File: config.mk
export PLATFORM = sky130hd
export DESIGN_NAME = buck_boost_cv_cc_loop_unit
export DESIGN_NICKNAME = d
export VERILOG_FILES = /design/src/design/bbcv_pkg.sv /design/src/design/bbcv_mul.sv /design/src/design/buck_boost_cv_cc_loop_unit.sv
export SDC_FILE = /design/constraint.sdc
export NUM_CORES = 2
export LEC_CHECK = 0
export BUFFER_PORTS_ARGS = -buffer_cell sky130_fd_sc_hd__buf_2
export CAP_MARGIN = 20
export CORE_MARGIN = 2
export CORE_UTILIZATION = 45
export CTS_BUF_LIST = sky130_fd_sc_hd__clkbuf_8 sky130_fd_sc_hd__clkbuf_16
export DETAILED_ROUTE_END_ITERATION = 12
export PLACE_DENSITY_LB_ADDON = 0.08
export SLEW_MARGIN = 20
export SYNTH_ARGS = -nofsm -noshare
export SYNTH_HDL_FRONTEND = slang
export SYNTH_HIERARCHICAL = 1
export SYNTH_SLANG_ARGS = --single-unit
File: constraint.sdc
create_clock -name clk_i -period 10.1 [get_ports clk_i]
set_clock_uncertainty 0.05 [all_clocks]
set_input_delay 2.525 -clock clk_i [delete_from_list [all_inputs] [get_ports clk_i]]
set_output_delay 2.525 -clock clk_i [all_outputs]
set_load 0.1 [all_outputs]
File: src/design/bbcv_pkg.sv
// Shared constants for the buck-boost CV/CC loop: duty limits, compensator
// coefficients, register indexes, mode codes and multiplier operand widths.
// No dependencies.
package bbcv_pkg;

  localparam int unsigned CFG_DATA_W = 16;
  localparam int unsigned CFG_IDX_W  = 3;

  localparam logic [CFG_IDX_W-1:0] CFG_VOUT_SET_REF       = 3'd0;
  localparam logic [CFG_IDX_W-1:0] CFG_VOUT_SOFTSTART_REF = 3'd1;
  localparam logic [CFG_IDX_W-1:0] CFG_IOUT_TARGET        = 3'd2;
  localparam logic [CFG_IDX_W-1:0] CFG_BUCK_MAX_DUTY      = 3'd3;
  localparam logic [CFG_IDX_W-1:0] CFG_BOOST_MAX_DUTY     = 3'd4;
  localparam logic [CFG_IDX_W-1:0] CFG_CAL_GAIN           = 3'd5;
  localparam logic [CFG_IDX_W-1:0] CFG_CAL_OFFSET         = 3'd6;
  localparam logic [CFG_IDX_W-1:0] CFG_PWM_PERIOD         = 3'd7;

  localparam logic [1:0] MODE_IDLE  = 2'd0;
  localparam logic [1:0] MODE_BUCK  = 2'd1;
  localparam logic [1:0] MODE_BOOST = 2'd2;
  localparam logic [1:0] MODE_MIX   = 2'd3;

  localparam logic [15:0] MIN_BUCK_DUTY     = 16'd1360;
  localparam logic [15:0] BOOST_DUTY_FLOOR  = 16'd1360;
  localparam logic [15:0] BUCK_FIXED_DUTY   = 16'd25568;
  localparam logic [15:0] BUCK_MIX_DUTY     = 16'd21760;
  localparam logic [15:0] BOOST_FIXED_DUTY  = 16'd1632;
  localparam logic [15:0] INTEGRAL_LIMIT    = 16'd4095;

  localparam logic [15:0] RST_BUCK_MAX_DUTY  = 16'd25568;
  localparam logic [15:0] RST_BOOST_MAX_DUTY = 16'd25568;
  localparam logic [15:0] RST_CAL_GAIN       = 16'd4096;
  localparam logic [15:0] RST_PWM_PERIOD     = 16'd27200;

  // Shared multiplier: 18-bit signed error (or zero-extended sample) times
  // 17-bit signed coefficient (or zero-extended gain).
  localparam int unsigned MUL_A_W = 18;
  localparam int unsigned MUL_B_W = 17;
  localparam int unsigned COEF_W  = MUL_B_W;

  localparam logic signed [COEF_W-1:0] COEF_BUCK [3] =
    '{17'sd5271, -17'sd10363, 17'sd5093};
  localparam logic signed [COEF_W-1:0] COEF_BOOST [3] =
    '{17'sd8044, -17'sd15813, 17'sd7772};

endpackage

File: src/design/bbcv_mul.sv
// Shared signed multiplier with a registered product.
// Operand widths come from bbcv_pkg defaults.
module bbcv_mul #(
  parameter int unsigned AW = bbcv_pkg::MUL_A_W,
  parameter int unsigned BW = bbcv_pkg::MUL_B_W
) (
  input  logic                 clk_i,
  input  logic                 en_i,
  input  logic signed [AW-1:0] a_i,
  input  logic signed [BW-1:0] b_i,
  output logic signed [AW+BW-1:0] p_o
);

  logic signed [AW+BW-1:0] p_q;

  always_ff @(posedge clk_i) begin
    if (en_i) begin
      p_q <= a_i * b_i;
    end
  end

  assign p_o = p_q;

endmodule

File: src/design/buck_boost_cv_cc_loop_unit.sv
// Cascaded CV/CC loop for a buck-boost stage: PID current loop, 2p2z voltage loop.
// A request passes S_MULV, S_VCAL, S_LIM, S_ERR, S_MAC0-2, S_ACC, S_DUTY and S_OUT,
// which waits for a free output; no new request is taken until then. The sequencer
// steps one shared multiplier through the calibration product and the three
// compensator taps. Reset (rst_ni, asynchronous, active low) clears loop history,
// held duties and loads register defaults. Depends on bbcv_pkg and bbcv_mul.
module buck_boost_cv_cc_loop_unit (
  input  logic                               clk_i,
  input  logic                               rst_ni,
  input  logic                               cfg_we_i,
  input  logic [bbcv_pkg::CFG_IDX_W-1:0]     cfg_idx_i,
  input  logic [bbcv_pkg::CFG_DATA_W-1:0]    cfg_data_i,
  input  logic                               in_valid_i,
  output logic                               in_stall_o,
  input  logic [11:0]                        vout_sample_i,
  input  logic [11:0]                        iout_sample_i,
  input  logic                               soft_start_i,
  input  logic [1:0]                         converter_mode_i,
  input  logic                               mode_change_i,
  input  logic                               pwm_enable_i,
  output logic                               out_valid_o,
  input  logic                               out_stall_i,
  output logic [15:0]                        buck_compare_o,
  output logic [14:0]                        adc_trigger_compare_o,
  output logic [15:0]                        boost_compare_o,
  output logic                               constant_current_o
);
  import bbcv_pkg::*;

  typedef enum logic [3:0] {
    S_IDLE, S_MULV, S_VCAL, S_LIM, S_ERR, S_MAC0, S_MAC1, S_MAC2, S_ACC,
    S_DUTY, S_OUT
  } state_e;

  state_e state_q;

  // configuration
  logic [15:0]        vout_set_ref_q, vout_softstart_ref_q;
  logic [11:0]        iout_target_q;
  logic [15:0]        buck_max_duty_q, boost_max_duty_q, cal_gain_q, pwm_period_q;
  logic signed [12:0] cal_offset_q;

  // latched request
  logic [11:0] vs_q, is_q;
  logic        ss_q, mchg_q, pwm_en_q;
  logic [1:0]  mode_q;

  // loop state
  logic signed [17:0] verr_prev1_q, verr_prev2_q;
  logic [31:0]        vloop_out_prev_q;
  logic signed [12:0] ierr_prev_q;
  logic signed [31:0] integral_q;
  logic [15:0]        buck_duty_held_q, boost_duty_held_q;

  // working registers
  logic signed [12:0] ierr_q;
  logic signed [17:0] vout_q;
  logic signed [33:0] iloop_q;
  logic [15:0]        vref_q;
  logic               cc_q;
  logic signed [17:0] verr_q;
  logic [31:0]        acc_q;

  // output register
  logic        out_valid_q;
  logic [15:0] buck_cmp_q, boost_cmp_q;
  logic [14:0] adc_cmp_q;
  logic        cc_out_q;

  // shared multiplier
  logic                                mul_en;
  logic signed [MUL_A_W-1:0]           mul_a;
  logic signed [MUL_B_W-1:0]           mul_b;
  logic signed [MUL_A_W+MUL_B_W-1:0]   mul_p;
  logic                                use_buck;

  assign use_buck = (mode_q == MODE_BUCK);

  always_comb begin
    mul_en = 1'b1;
    mul_a  = '0;
    mul_b  = '0;
    unique case (state_q)
      S_MULV: begin
        mul_a = signed'({{(MUL_A_W-12){1'b0}}, vs_q});
        mul_b = signed'({{(MUL_B_W-16){1'b0}}, cal_gain_q});
      end
      S_MAC0: begin
        mul_a = verr_q;
        mul_b = use_buck ? COEF_BUCK[0] : COEF_BOOST[0];
      end
      S_MAC1: begin
        mul_a = verr_prev1_q;
        mul_b = use_buck ? COEF_BUCK[1] : COEF_BOOST[1];
      end
      S_MAC2: begin
        mul_a = verr_prev2_q;
        mul_b = use_buck ? COEF_BUCK[2] : COEF_BOOST[2];
      end
      default: mul_en = 1'b0;
    endcase
  end

  bbcv_mul #(
    .AW (MUL_A_W),
    .BW (MUL_B_W)
  ) u_mul (
    .clk_i (clk_i),
    .en_i  (mul_en),
    .a_i   (mul_a),
    .b_i   (mul_b),
    .p_o   (mul_p)
  );

  // calibration and current loop terms
  logic signed [17:0] vout_d;
  logic signed [33:0] ierr_x, ierr_prev_x, integral_x, integ_d, iloop_d;
  logic [31:0]        integral_d;

  always_comb begin
    vout_d      = signed'({2'b00, mul_p[27:12]}) + {{5{cal_offset_q[12]}}, cal_offset_q};
    ierr_x      = {{21{ierr_q[12]}}, ierr_q};
    ierr_prev_x = {{21{ierr_prev_q[12]}}, ierr_prev_q};
    integral_x  = {{2{integral_q[31]}}, integral_q};
    iloop_d     = integral_x + (ierr_x <<< 3) - ierr_x - ierr_prev_x;
    integ_d     = integral_x + (ierr_x <<< 1) + ierr_x;
    if (integ_d > signed'({18'd0, INTEGRAL_LIMIT})) begin
      integral_d = {16'd0, INTEGRAL_LIMIT};
    end else begin
      integral_d = integ_d[31:0];
    end
  end

  // reference limit and CV/CC selection
  logic signed [35:0] vref_sum;
  logic [15:0]        limit;
  logic               below_half;
  logic [15:0]        vref_d;
  logic               cc_d;

  always_comb begin
    below_half = ss_q && (vout_q < signed'({3'b000, vout_set_ref_q[15:1]}));
    limit      = below_half ? vout_softstart_ref_q : vout_set_ref_q;
    vref_sum   = signed'({20'd0, vout_set_ref_q}) + {{2{iloop_q[33]}}, iloop_q};
    cc_d       = 1'b1;
    vref_d     = vref_sum[15:0];
    if (vref_sum > signed'({20'd0, limit})) begin
      vref_d = limit;
      cc_d   = 1'b0;
    end else if (vref_sum < 0) begin
      vref_d = '0;
    end
  end

  logic [18:0] verr_d;
  assign verr_d = {3'b000, vref_q} - {vout_q[17], vout_q};

  // duty from compensator output: (u >>> 8) * 3, then max, then min clamp
  function automatic logic [15:0] clamp_duty(input logic [31:0] u,
                                             input logic [15:0] maxd,
                                             input logic [15:0] mind);
    logic signed [26:0] sh;
    logic signed [26:0] d;
    sh = {{3{u[31]}}, u[31:8]};
    d  = (sh <<< 1) + sh;
    if (d > signed'({11'd0, maxd})) begin
      d = signed'({11'd0, maxd});
    end
    if (d < signed'({11'd0, mind})) begin
      d = signed'({11'd0, mind});
    end
    return d[15:0];
  endfunction

  logic [15:0] buck_clamped, boost_clamped;
  assign buck_clamped  = clamp_duty(acc_q, buck_max_duty_q, MIN_BUCK_DUTY);
  assign boost_clamped = clamp_duty(acc_q, boost_max_duty_q, BOOST_DUTY_FLOOR);

  // buck duty for this step; PWM off forces the floor
  logic [15:0] buck_duty_held_d;
  always_comb begin
    unique case (mode_q)
      MODE_IDLE:  buck_duty_held_d = buck_duty_held_q;
      MODE_BUCK:  buck_duty_held_d = buck_clamped;
      MODE_BOOST: buck_duty_held_d = BUCK_FIXED_DUTY;
      default:    buck_duty_held_d = BUCK_MIX_DUTY;
    endcase
    if (!pwm_en_q) begin
      buck_duty_held_d = MIN_BUCK_DUTY;
    end
  end

  logic [15:0] buck_cmp_d;
  assign buck_cmp_d = (pwm_period_q > buck_duty_held_q) ?
                      (pwm_period_q - buck_duty_held_q) : 16'd0;

  logic out_free;
  assign out_free = !out_valid_q || !out_stall_i;

  always_ff @(posedge clk_i or negedge rst_ni) begin
    if (!rst_ni) begin
      state_q              <= S_IDLE;
      vout_set_ref_q       <= '0;
      vout_softstart_ref_q <= '0;
      iout_target_q        <= '0;
      buck_max_duty_q      <= RST_BUCK_MAX_DUTY;
      boost_max_duty_q     <= RST_BOOST_MAX_DUTY;
      cal_gain_q           <= RST_CAL_GAIN;
      cal_offset_q         <= '0;
      pwm_period_q         <= RST_PWM_PERIOD;
      vs_q                 <= '0;
      is_q                 <= '0;
      ss_q                 <= 1'b0;
      mchg_q               <= 1'b0;
      pwm_en_q             <= 1'b0;
      mode_q               <= MODE_IDLE;
      verr_prev1_q         <= '0;
      verr_prev2_q         <= '0;
      vloop_out_prev_q     <= '0;
      ierr_prev_q          <= '0;
      integral_q           <= '0;
      buck_duty_held_q     <= '0;
      boost_duty_held_q    <= '0;
      ierr_q               <= '0;
      vout_q               <= '0;
      iloop_q              <= '0;
      vref_q               <= '0;
      cc_q                 <= 1'b1;
      verr_q               <= '0;
      acc_q                <= '0;
      out_valid_q          <= 1'b0;
      buck_cmp_q           <= '0;
      boost_cmp_q          <= '0;
      adc_cmp_q            <= '0;
      cc_out_q             <= 1'b0;
    end else begin
      if (cfg_we_i) begin
        unique case (cfg_idx_i)
          CFG_VOUT_SET_REF:       vout_set_ref_q       <= cfg_data_i;
          CFG_VOUT_SOFTSTART_REF: vout_softstart_ref_q <= cfg_data_i;
          CFG_IOUT_TARGET:        iout_target_q        <= cfg_data_i[11:0];
          CFG_BUCK_MAX_DUTY:      buck_max_duty_q      <= cfg_data_i;
          CFG_BOOST_MAX_DUTY:     boost_max_duty_q     <= cfg_data_i;
          CFG_CAL_GAIN:           cal_gain_q           <= cfg_data_i;
          CFG_CAL_OFFSET:         cal_offset_q         <= signed'(cfg_data_i[12:0]);
          CFG_PWM_PERIOD:         pwm_period_q         <= cfg_data_i;
          default: ;
        endcase
      end

      // raise on a finished request, drop once taken downstream
      if (state_q == S_OUT && out_free) begin
        out_valid_q <= 1'b1;
      end else if (out_valid_q && !out_stall_i) begin
        out_valid_q <= 1'b0;
      end

      unique case (state_q)
        S_IDLE: begin
          if (in_valid_i) begin
            vs_q     <= vout_sample_i;
            is_q     <= iout_sample_i;
            ss_q     <= soft_start_i;
            mode_q   <= converter_mode_i;
            mchg_q   <= mode_change_i;
            pwm_en_q <= pwm_enable_i;
            state_q  <= S_MULV;
          end
        end
        S_MULV: begin
          ierr_q  <= signed'({1'b0, iout_target_q}) - signed'({1'b0, is_q});
          state_q <= S_VCAL;
        end
        S_VCAL: begin
          vout_q     <= vout_d;
          iloop_q    <= iloop_d;
          integral_q <= mchg_q ? 32'sd0 : signed'(integral_d);
          state_q    <= S_LIM;
        end
        S_LIM: begin
          vref_q  <= vref_d;
          cc_q    <= cc_d;
          state_q <= S_ERR;
        end
        S_ERR: begin
          verr_q  <= signed'(verr_d[17:0]);
          state_q <= S_MAC0;
        end
        S_MAC0: begin
          acc_q   <= mchg_q ? 32'd0 : vloop_out_prev_q;
          state_q <= S_MAC1;
        end
        S_MAC1: begin
          acc_q   <= acc_q + mul_p[31:0];
          state_q <= S_MAC2;
        end
        S_MAC2: begin
          acc_q   <= acc_q + mul_p[31:0];
          state_q <= S_ACC;
        end
        S_ACC: begin
          acc_q   <= acc_q + mul_p[31:0];
          state_q <= S_DUTY;
        end
        S_DUTY: begin
          if (mode_q == MODE_IDLE) begin
            // clear compensator history; boost duty held, buck duty held unless PWM is off
            verr_prev1_q     <= '0;
            verr_prev2_q     <= '0;
            vloop_out_prev_q <= '0;
          end else begin
            verr_prev2_q     <= verr_prev1_q;
            verr_prev1_q     <= verr_q;
            vloop_out_prev_q <= acc_q;
          end
          unique case (mode_q)
            MODE_IDLE: ;
            MODE_BUCK: begin
              boost_duty_held_q <= BOOST_FIXED_DUTY;
            end
            MODE_BOOST: begin
              boost_duty_held_q <= boost_clamped;
            end
            default: begin
              ierr_prev_q       <= ierr_q;
              boost_duty_held_q <= boost_clamped;
            end
          endcase
          buck_duty_held_q <= buck_duty_held_d;
          state_q <= S_OUT;
        end
        S_OUT: begin
          // hold until the output register is free
          if (out_free) begin
            buck_cmp_q  <= buck_cmp_d;
            adc_cmp_q   <= buck_cmp_d[15:1];
            boost_cmp_q <= boost_duty_held_q;
            cc_out_q    <= cc_q;
            state_q     <= S_IDLE;
          end
        end
        default: state_q <= S_IDLE;
      endcase
    end
  end

  assign in_stall_o            = (state_q != S_IDLE);
  assign out_valid_o           = out_valid_q;
  assign buck_compare_o        = buck_cmp_q;
  assign adc_trigger_compare_o = adc_cmp_q;
  assign boost_compare_o       = boost_cmp_q;
  assign constant_current_o    = cc_out_q;

endmodule

==> impl_metrics.env <==
export IMPL_routed_wl_mm=124
export IMPL_period_needed_ps=8290
export IMPL_num_nets_final=5575
export IMPL_gpl_final_weighted_congestion=0.870
export IMPL_mappedNetlistNets=5546
export IMPL_drt_pass1_iterations=5
export IMPL_timing_critical_path_from_type="flip-flop"
export IMPL_initial_core_util=0.456
export IMPL_via_count=34100
export IMPL_drive_gt1_frac=0.107
export IMPL_regToRegSetupSlack_ps=1810
export IMPL_cts_setup_buffers=0
export IMPL_rsz0062_at_grt="no"
export IMPL_grtUsageTotal=0.247
export IMPL_initialDrtViolationCount=2115
export IMPL_report_final_slew_viol_count=0
export IMPL_drc=0
export IMPL_max_clock_freq_mhz=121
export IMPL_tightest_slew_ps=1030
export IMPL_cts_htree_levels=2
export IMPL_cts_tree="yes"
export IMPL_via_count_of_the_first_global_routing_pass=33800
export IMPL_crit_path_end_kind="flip-flop"
export IMPL_filler_cell_count=9292
export IMPL_fp_dieW_um=320
export IMPL_io_pins=103
export IMPL_via_per_inst=5.57
export IMPL_run_status="completed"
export IMPL_buffer_ports_inserted=102
export IMPL_final_hold_violation_count=0
export IMPL_wl_per_cell_um=20.3
export IMPL_multi_input_comb_area_um2=29500
export IMPL_number_of_antenna_violations_at_the_first_check_in_global_routing=6
export IMPL_seq_area_um2=12600
export IMPL_finalHoldWorstSlack_ps=424
export IMPL_yosys_warnings=6
export IMPL_post_cts_resized_instances=0
export IMPL_ctsRootBufferMaster="clkbuf_16"
export IMPL_cts_made_buffers=59
export IMPL_data_arrival_critical_path_ps=8610
export IMPL_slew_headroom=0.310
export IMPL_syn_avg_cell_area_um2=9.47
export IMPL_grt_max_degree=157
export IMPL_global_route_wire_length_before_repair_mm=200
export IMPL_overall_die_height_um=320
export IMPL_synthesized_area_um2=45000
export IMPL_cp_max_fo=24
export IMPL_rows=115
export IMPL_final_antenna_net_count=0
export IMPL_core_area_um2=98700
export IMPL_setup_tns_ps=0
export IMPL_postCtsHoldBufs=0
export IMPL_worst_setup_hold_path_clk_slew_ps=60
export IMPL_dieArea_um2=103000
export IMPL_fin_crit_sh=0.821
export IMPL_max_cap_viols=0
export IMPL_grt_overflow_total=0
export IMPL_min_delay_path_class="reg2reg"
export IMPL_hpwl_mm=95.1
export IMPL_cts_buffer_depth=3
export IMPL_area_growth_syn_to_layout_pct=8.78
export IMPL_criticalPathCategory="reg2reg"
export IMPL_crit_required_ps=10420
export IMPL_gate_count_after_technology_mapping=4750
export IMPL_cts_sinks=497
export IMPL_worstSkewPairLatency_ps=680
export IMPL_finalSetupViolations=0
-- state kept, by name, indices dropped and copies added (netlist names), 18 cells and up --
register	count
iloop_q	34
acc_q	32
integral_q	32
u_mul/p_o	32
vloop_out_prev_q	32
verr_prev1_q	18
verr_prev2_q	18
verr_q	18
vout_q	18
-- final timing paths --
| path | start | endpoint | cells past startpoint |
|---|---|---|---|
| max in group asynchronous | rst_ni | vloop_out_prev_q[31] | 3 |
| hold / removal | vloop_out_prev_q[22] | vloop_out_prev_q[22] | 2 |
| setup / recovery | state_q[3] | u_mul/p_o[28] | 24 |
| min in group asynchronous | rst_ni | vloop_out_prev_q[5] | 1 |
| hold reg to reg | vloop_out_prev_q[22] | vloop_out_prev_q[22] | 2 |
| setup reg to reg | state_q[3] | u_mul/p_o[28] | 24 |
-- critical path, stage by stage, from the launching register on --
cell	delay, ps
dfrtp_1	930
nand2b_1	500
nor2_1	180
buf_4	210
a22oi_1	200
nand2_1	480
and2_1	390
fa_1	530
inv_1	60
fa_1	510
fa_1	570
inv_1	60
fa_1	460
fa_1	540
inv_1	50
fa_1	530
inv_1	40
ha_1	350
and3_2	270
nand2_1	130
a2bb2oi_1	270
o211ai_1	160
a21oi_2	260
o31ai_1	130
xor2_1	150
-- metrics by stage --
stage / area (um^2) / utilization / worst slack (ps) / cells
floorplan: 45000 / - / 3010 / 4750
global placement: 46800 / 0.474 / 1930 / 6002
detailed placement: 46800 / 0.474 / 1860 / 6003
CTS: 48900 / 0.495 / 1840 / 6115
global route: 48900 / 0.496 / 1280 / 6118
finish: 48900 / 0.496 / 1810 / 6120
-- area by class of cell --
cell class / count / area share
diodes: 3 / 0.000153
repair buffers: 166 / 0.0216
well taps: 1287 / 0.0329
flip-flops and latches: 497 / 0.258
multi-input cells: 3515 / 0.603
inverters: 540 / 0.0414
clock inverters: 37 / 0.00775
clock buffers: 75 / 0.0347
-- layer usage --
metal / global-route usage / part of all wire / routed length, um
met1: 0.371 / 0.49 / 61200
met3: 0.0300 / 0.044 / 5490
met2: 0.387 / 0.45 / 55700
met5: 0 / 0 / 0
met4: 0.0431 / 0.016 / 2030
-- placed cells by master (no fill, tap or decap), drive strengths merged, types with 20 or more instances in the layout --
cell      n
and2    175
a211oi   49
xnor2    96
inv     552
o21a     32
nor2    184
a21oi   230
mux2    156
o21bai   26
o21ai   339
a22oi    42
xor2     54
a21o     91
nand4    31
nand2   487
clkbuf   75
mux2i    42
edfxtp   32
a31oi    23
and3     32
a22o     27
nor3b    42
ha      364
o311ai   20
o31ai    49
nand2b  115
o211ai   37
dfrtp   444
fa      379
dfstp    21
nor2b    42
buf     166
nand3    78
nor3     65
Power is left out: the tool's default activity adds up to more than one toggle a clock period on the data nets, which glitch-free logic cannot reach.
